===== src/pcxrle_pkg.sv =====
// ----------------------------------------------------------------------------
// PCX RLE line decoder package
// Widths, stream constants and configuration register indexes.
// ----------------------------------------------------------------------------
package pcxrle_pkg;

    localparam int BYTE_W  = 8;
    localparam int LINE_W  = 18;
    localparam int COUNT_W = 6;
    localparam int CFG_IDX_W = 2;

    localparam logic [BYTE_W-1:0] HEADER_MARK = 8'hC0;
    localparam logic [BYTE_W-1:0] COUNT_MASK  = 8'h3F;

    localparam logic [LINE_W-1:0] LINE_LEN_RESET = 18'd80;

    typedef enum logic [CFG_IDX_W-1:0] {
        REG_LINE_LENGTH = 2'd0,
        REG_RAW_MODE    = 2'd1
    } t_cfg_reg;

endpackage


===== src/pcx_rle_line_decoder_unit.sv =====
// ----------------------------------------------------------------------------
// PCX RLE line decoder unit
// Decodes a PCX run-length byte stream into scan-line bytes, flagging line
// ends and the last byte produced by each input transfer.
// ----------------------------------------------------------------------------
//
//  Channel   Direction  Handshake                   Payload
//  --------  ---------  --------------------------  ----------------------------
//  input     in         i_in_valid / o_in_stall     i_data_byte
//  output    out        o_out_valid / i_out_stall   o_pixel_byte, o_end_of_line,
//                                                   o_last_of_run
//  config    in         i_cfg_we                    i_cfg_index, i_cfg_data
//
//  Literal and raw bytes: one input transfer per cycle while the output drains.
//  Run header: taken with no result.
//  Run value byte: emits N bytes (N = 1..63, clipped at line end); one shared
//  increment-and-compare on the line position runs per byte.
//  Input stalls while a run is repeating or the output register is held.
//  Reset (synchronous, active low) clears line position, run state, output
//  valid and restores line_length = 80, raw_mode = 0.
// ----------------------------------------------------------------------------
module pcx_rle_line_decoder_unit
    import pcxrle_pkg::*;
(
    input  logic                 i_clk,
    input  logic                 i_rst_n,
    // configuration
    input  logic                 i_cfg_we,
    input  logic [CFG_IDX_W-1:0] i_cfg_index,
    input  logic [LINE_W-1:0]    i_cfg_data,
    // compressed input
    input  logic                 i_in_valid,
    output logic                 o_in_stall,
    input  logic [BYTE_W-1:0]    i_data_byte,
    // decoded output
    output logic                 o_out_valid,
    input  logic                 i_out_stall,
    output logic [BYTE_W-1:0]    o_pixel_byte,
    output logic                 o_end_of_line,
    output logic                 o_last_of_run
);

    // configuration registers
    logic [LINE_W-1:0]  r_line_length;
    logic               r_raw_mode;

    // decoder state
    logic [LINE_W-1:0]  r_line_pos,    n_line_pos;
    logic               r_run_pending, n_run_pending;
    logic [COUNT_W-1:0] r_run_count,   n_run_count;
    logic [COUNT_W-1:0] r_rep_left,    n_rep_left;   // bytes still to repeat
    logic [BYTE_W-1:0]  r_rep_byte;

    // output register
    logic               r_out_valid,   n_out_valid;
    logic [BYTE_W-1:0]  r_pixel_byte;
    logic               r_eol;
    logic               r_last;

    // shared emit unit
    logic               em_go;
    logic [BYTE_W-1:0]  em_byte;
    logic [COUNT_W-1:0] em_remain;
    logic               em_eol;
    logic               em_last;
    logic [LINE_W-1:0]  eff_len;
    logic [LINE_W:0]    pos_inc;

    logic               out_free;
    logic               in_xfer;
    logic               is_header;
    logic [COUNT_W-1:0] hdr_count;

    assign out_free   = !r_out_valid || !i_out_stall;
    // hold input off while a run repeats or the result slot is blocked
    assign o_in_stall = (r_rep_left != '0) || !out_free;
    assign in_xfer    = i_in_valid && !o_in_stall;

    assign is_header = (i_data_byte & HEADER_MARK) == HEADER_MARK;
    assign hdr_count = COUNT_W'(i_data_byte & COUNT_MASK);

    // A zero line length behaves as one. If the position is already at or
    // past a lowered length, the next byte ends the line, which also clips
    // any run to that single byte.
    assign eff_len = (r_line_length == '0) ? LINE_W'(1) : r_line_length;
    assign pos_inc = {1'b0, r_line_pos} + (LINE_W+1)'(1);
    assign em_eol  = pos_inc >= {1'b0, eff_len};
    assign em_last = (em_remain == COUNT_W'(1)) || em_eol;

    always_comb begin
        em_go         = 1'b0;
        em_byte       = r_rep_byte;
        em_remain     = r_rep_left;
        n_run_pending = r_run_pending;
        n_run_count   = r_run_count;

        if (r_rep_left != '0) begin
            // run in progress: one byte whenever the output slot frees
            em_go = out_free;
        end else if (in_xfer) begin
            em_byte   = i_data_byte;
            em_remain = COUNT_W'(1);
            if (r_raw_mode) begin
                // raw mode drops any pending header
                em_go         = 1'b1;
                n_run_pending = 1'b0;
            end else if (r_run_pending) begin
                em_go         = 1'b1;
                em_remain     = r_run_count;
                n_run_pending = 1'b0;
            end else if (is_header) begin
                n_run_pending = 1'b1;
                n_run_count   = (hdr_count == '0) ? COUNT_W'(1) : hdr_count;
            end else begin
                em_go = 1'b1;
            end
        end

        n_rep_left = r_rep_left;
        n_line_pos = r_line_pos;
        if (em_go) begin
            n_rep_left = em_last ? '0 : em_remain - COUNT_W'(1);
            n_line_pos = em_eol ? '0 : pos_inc[LINE_W-1:0];
        end

        n_out_valid = em_go || (r_out_valid && i_out_stall);
    end

    always_ff @(posedge i_clk) begin
        if (!i_rst_n) begin
            r_line_length <= LINE_LEN_RESET;
            r_raw_mode    <= 1'b0;
            r_line_pos    <= '0;
            r_run_pending <= 1'b0;
            r_run_count   <= '0;
            r_rep_left    <= '0;
            r_out_valid   <= 1'b0;
        end else begin
            if (i_cfg_we) begin
                case (i_cfg_index)
                    REG_LINE_LENGTH: r_line_length <= i_cfg_data;
                    REG_RAW_MODE:    r_raw_mode    <= i_cfg_data[0];
                    default: ;
                endcase
            end
            r_line_pos    <= n_line_pos;
            r_run_pending <= n_run_pending;
            r_run_count   <= n_run_count;
            r_rep_left    <= n_rep_left;
            r_out_valid   <= n_out_valid;
        end
    end

    // payload: no reset needed
    always_ff @(posedge i_clk) begin
        if (em_go) begin
            r_rep_byte   <= em_byte;
            r_pixel_byte <= em_byte;
            r_eol        <= em_eol;
            r_last       <= em_last;
        end
    end

    assign o_out_valid   = r_out_valid;
    assign o_pixel_byte  = r_pixel_byte;
    assign o_end_of_line = r_eol;
    assign o_last_of_run = r_last;

endmodule


===== config.mk =====
export PLATFORM = sky130hd
export DESIGN_NAME = pcx_rle_line_decoder_unit
export DESIGN_NICKNAME = d
export VERILOG_FILES = /design/src/pcxrle_pkg.sv /design/src/pcx_rle_line_decoder_unit.sv
export SDC_FILE = /design/constraint.sdc
export NUM_CORES = 1
export LEC_CHECK = 0
export BUFFER_PORTS_ARGS = -buffer_cell sky130_fd_sc_hd__buf_2
export CORE_MARGIN = 2
export CORE_UTILIZATION = 35
export DETAILED_ROUTE_END_ITERATION = 6
export GPL_ROUTABILITY_DRIVEN = 0
export PLACE_DENSITY = 0.51
export SLEW_MARGIN = 20
export SYNTH_ARGS = -nofsm -noshare
export SYNTH_HDL_FRONTEND = slang
export SYNTH_SLANG_ARGS = --single-unit

===== constraint.sdc =====
create_clock -name i_clk -period 7.3 [get_ports i_clk]
set_clock_uncertainty 0.2 [all_clocks]
set_input_delay 0.73 -clock i_clk [delete_from_list [all_inputs] [get_ports i_clk]]
set_output_delay 0.73 -clock i_clk [all_outputs]
set_load 0.005 [all_outputs]

==> flow_metrics.env <==
export IMPL_synth_top_family_by_area="simple AND/OR/NAND/NOR gates"
export IMPL_die_w_um=104
export IMPL_min_path_type="flip-flop to flip-flop"
export IMPL_area_growth_pct=15.6
export IMPL_max_slew_margin_pct=41.1
export IMPL_synth_xor_area_share_pct=4.52
export IMPL_synth_cell_types=56
export IMPL_antenna_found_initial=0
export IMPL_cts_tree="done"
export IMPL_max_stage_delay_ns=0.77
export IMPL_cts_sinks=61
export IMPL_start_kind="flip-flop"
export IMPL_rsz0062_at_grt="no"
export IMPL_die_h_um=104
export IMPL_ctsHoldBuffers=0
export IMPL_synth_compound_area_share_pct=15.9
export IMPL_ff_latch_area_mm2=0.00132
export IMPL_fin_tns_setup_ns=0
export IMPL_end_kind="flip-flop"
export IMPL_r2r_cells=13
export IMPL_multi_input_comb_area_mm2=0.00201
export IMPL_first_global_vias=2913
export IMPL_h_tree_depth=3
export IMPL_yosysTopAreaCell="dfxtp_1"
export IMPL_maxCapViolations=0
export IMPL_diodes=0
export IMPL_drt_first_pass_iters=4
export IMPL_critPathMaxFanout=16
export IMPL_placedCellCount=578
export IMPL_final_cell_mix="68 x nand2_1, 51 x dfxtp_1, 45 x a21oi_1"
export IMPL_postSynthCellCount=421
export IMPL_r2r_slack_ns=2.93
export IMPL_cts_resized=0
export IMPL_status="completed"
export IMPL_fmax_mhz=229
export IMPL_crit_top_cell="ha_1"
export IMPL_dp_hpwl_um=6070
export IMPL_yosysSeqAreaShare_pct=37.9
export IMPL_nets=510
export IMPL_yosys_area_share_simple_pct=27.2
export IMPL_synthMuxAreaShare_pct=1.72
export IMPL_max_slew_worst_pin_slew_ns=0.883
export IMPL_clk_insertion_delay_late_ns=0.34
export IMPL_fill_cells=1008
export IMPL_yosys_warnings=0
export IMPL_synth_edf_count=10
export IMPL_fp_dieArea_mm2=0.0108
export IMPL_drc=0
export IMPL_slowest_stage="a311oi_2"
export IMPL_post_cts_setup_buffer_count=0
export IMPL_layout_worst_path_cycle_share_pct=59.9
export IMPL_ir_drop_v=0.000127
export IMPL_track_usage_pct=16.5
export IMPL_grt_pass1_wl_um=14500
export IMPL_synth_top_area_share_pct=29.3
export IMPL_synth_area_top_cells="dfxtp_1 29%, edfxtp_1 8.6%, ha_1 7.5%, nand2_1 7.3%, a21oi_1 6.5%"
export IMPL_synth_area_per_cell_um2=8.29
export IMPL_synth_fa_ha_area_share_pct=7.53
export IMPL_drive_gt1_share_pct=16.9
export IMPL_start_util_pct=35.9
export IMPL_cts_buffers=9
export IMPL_cts_root_buf="clkbuf_8"
export IMPL_drtIter0Drc=233
export IMPL_clk_pin_slew_ns=0.07
export IMPL_layout_commonest_cell="nand2_1"
export IMPL_slew_viol_final=0
export IMPL_vias=3075
export IMPL_hp_start="r_line_length[16]"
export IMPL_holdPathEnd="r_line_length[16]"
export IMPL_io_pins=45
export IMPL_core_area_mm2=0.00973
export IMPL_wl_met1_um=4200
export IMPL_routed_wl_um=8460
export IMPL_synth_seq_cells=61
export IMPL_syn_num_nets=475
export IMPL_cp_required_ns=7.36
export IMPL_grt_ovfl_total=0
export IMPL_powerDensity_mw_per_mm2=291
export IMPL_ant_nets=0
export IMPL_rr_endpoint="r_rep_left[3]"
export IMPL_met3WireLength_um=371
export IMPL_critical_path_arrival_ns=4.43
export IMPL_finalSetupViolations=0
export IMPL_async_reset_ff_share_pct=0
export IMPL_syn_area_mm2=0.00349
export IMPL_hold_viol=0
export IMPL_rows=36
export IMPL_crit_chain="ha_1, nand2_1, or3_1, nor2_1, xor2_1, ha_1, a21oi_1, o21ai_0, a221o_1, a311oi_2, buf_4, nand3_1, o31ai_2"
export IMPL_whs_path_depth=2
export IMPL_yosys_most_used_dff="dfxtp_1"
export IMPL_worstReg2RegStart="r_line_pos[0]"
export IMPL_avgRoutedWirePerCell_um=14.2
export IMPL_dr_wl_met2_um=3770
export IMPL_io_buffers=44
export IMPL_worstSetupPathType="flip-flop to flip-flop"
export IMPL_highest_layer="met4"
export IMPL_leakagePower_nw=1.61
export IMPL_grt_max_degree=47
export IMPL_vias_per_cell=5.18
export IMPL_fin_cells=594
export IMPL_min_period_ns=4.37
export IMPL_clockBufferDepth=2
## synthesized netlist by cell type (8+ instances only)
| master | n |
|---|---|
| nand2_1 | 68 |
| dfxtp_1 | 51 |
| a21oi_1 | 45 |
| nor2_1 | 27 |
| nand3_1 | 24 |
| ha_1 | 21 |
| inv_1 | 20 |
| clkbuf_1 | 17 |
| nand4_1 | 16 |
| nor3_1 | 11 |
| edfxtp_1 | 10 |
| xor2_1 | 10 |
| o211ai_1 | 8 |
| xnor2_1 | 8 |
## layout make-up
class                      instances  area share, %
tap                              133           4.12
inverter                          22           2.05
clock buffer                      10           3.16
sequential                        61           32.7
timing repair buffer              47           6.02
clock inverter                     6           2.17
multi-input combinational        315           49.7
## flip-flops by register name (all words and copies together) (netlist names)
name,cells
r_run_pending,1
o_last_of_run,1
o_pixel_byte,8
o_out_valid,1
r_rep_left,6
r_raw_mode,1
r_line_length,18
o_end_of_line,1
r_run_count,6
r_line_pos,18
## cells by family (layout without fill, tap and decap cells)
logic type               Yosys count  count (layout)
AO/OA/AOI/OAI                     81              81
multiplexers                       6               6
flip-flops                        61              61
buffers and inverters             45              85
AND/OR/NAND/NOR                  189             189
adder cells (fa/ha/maj)           21              21
XOR/XNOR                          18              18
## critical path, delay by kind of cell (launching register included)
family	cells	cell delay [ns]
adders and majority gates	2	0.55
buffers and inverters	1	0.35
DFF	1	0.46
AOI/OAI and AO/OA	5	1.58
xor gates and xnor gates	1	0.22
and+or+nand+nor	4	0.93
## power breakdown
group / internal [mW] / total [mW] / leakage, nW / switching [mW]
Combinational: 0.161 / 0.410 / 1.00 / 0.249
Clock: 0.192 / 0.332 / 0.100 / 0.141
Sequential: 0.391 / 0.432 / 0.509 / 0.0406
Total: 0.744 / 1.17 / 1.61 / 0.430
## per-layer routing
metal	vias up	global-route usage (%)
met5	-	0
met4	0	6.47
met3	9	3.20
met2	66	24.2
met1	1416	23.9
li1	1584	-
## how the worst max path moves through the flow
stage	depth (start not counted)	from	endpoint
2_1_floorplan	14	r_line_pos[0]	r_line_pos[9]
3_3_place_gp	13	r_line_pos[0]	r_rep_left[3]
3_5_place_dp	13	r_line_pos[0]	r_rep_left[5]
4_1_cts	13	r_line_pos[0]	r_rep_left[3]
5_1_grt	13	r_line_pos[0]	r_rep_left[3]
6_report	13	r_line_pos[0]	r_rep_left[3]
## through the flow
stage          instance area (um2)  hold WS (ns)  utilization [%]  power [mW]  setup WS, ns
5_1_grt                       4040         0.298             41.5        1.27          2.52
3_3_place_gp                  3810         0.247             39.2       0.850          3.10
2_1_floorplan                 3490         0.236                -       0.761          3.69
6_report                      4040         0.268             41.5        1.17          2.93
4_1_cts                       4030         0.266             41.4        1.19          2.93
3_5_place_dp                  3810         0.256             39.2       0.854          2.97
No activity file was read; power rests on OpenSTA's default activity.
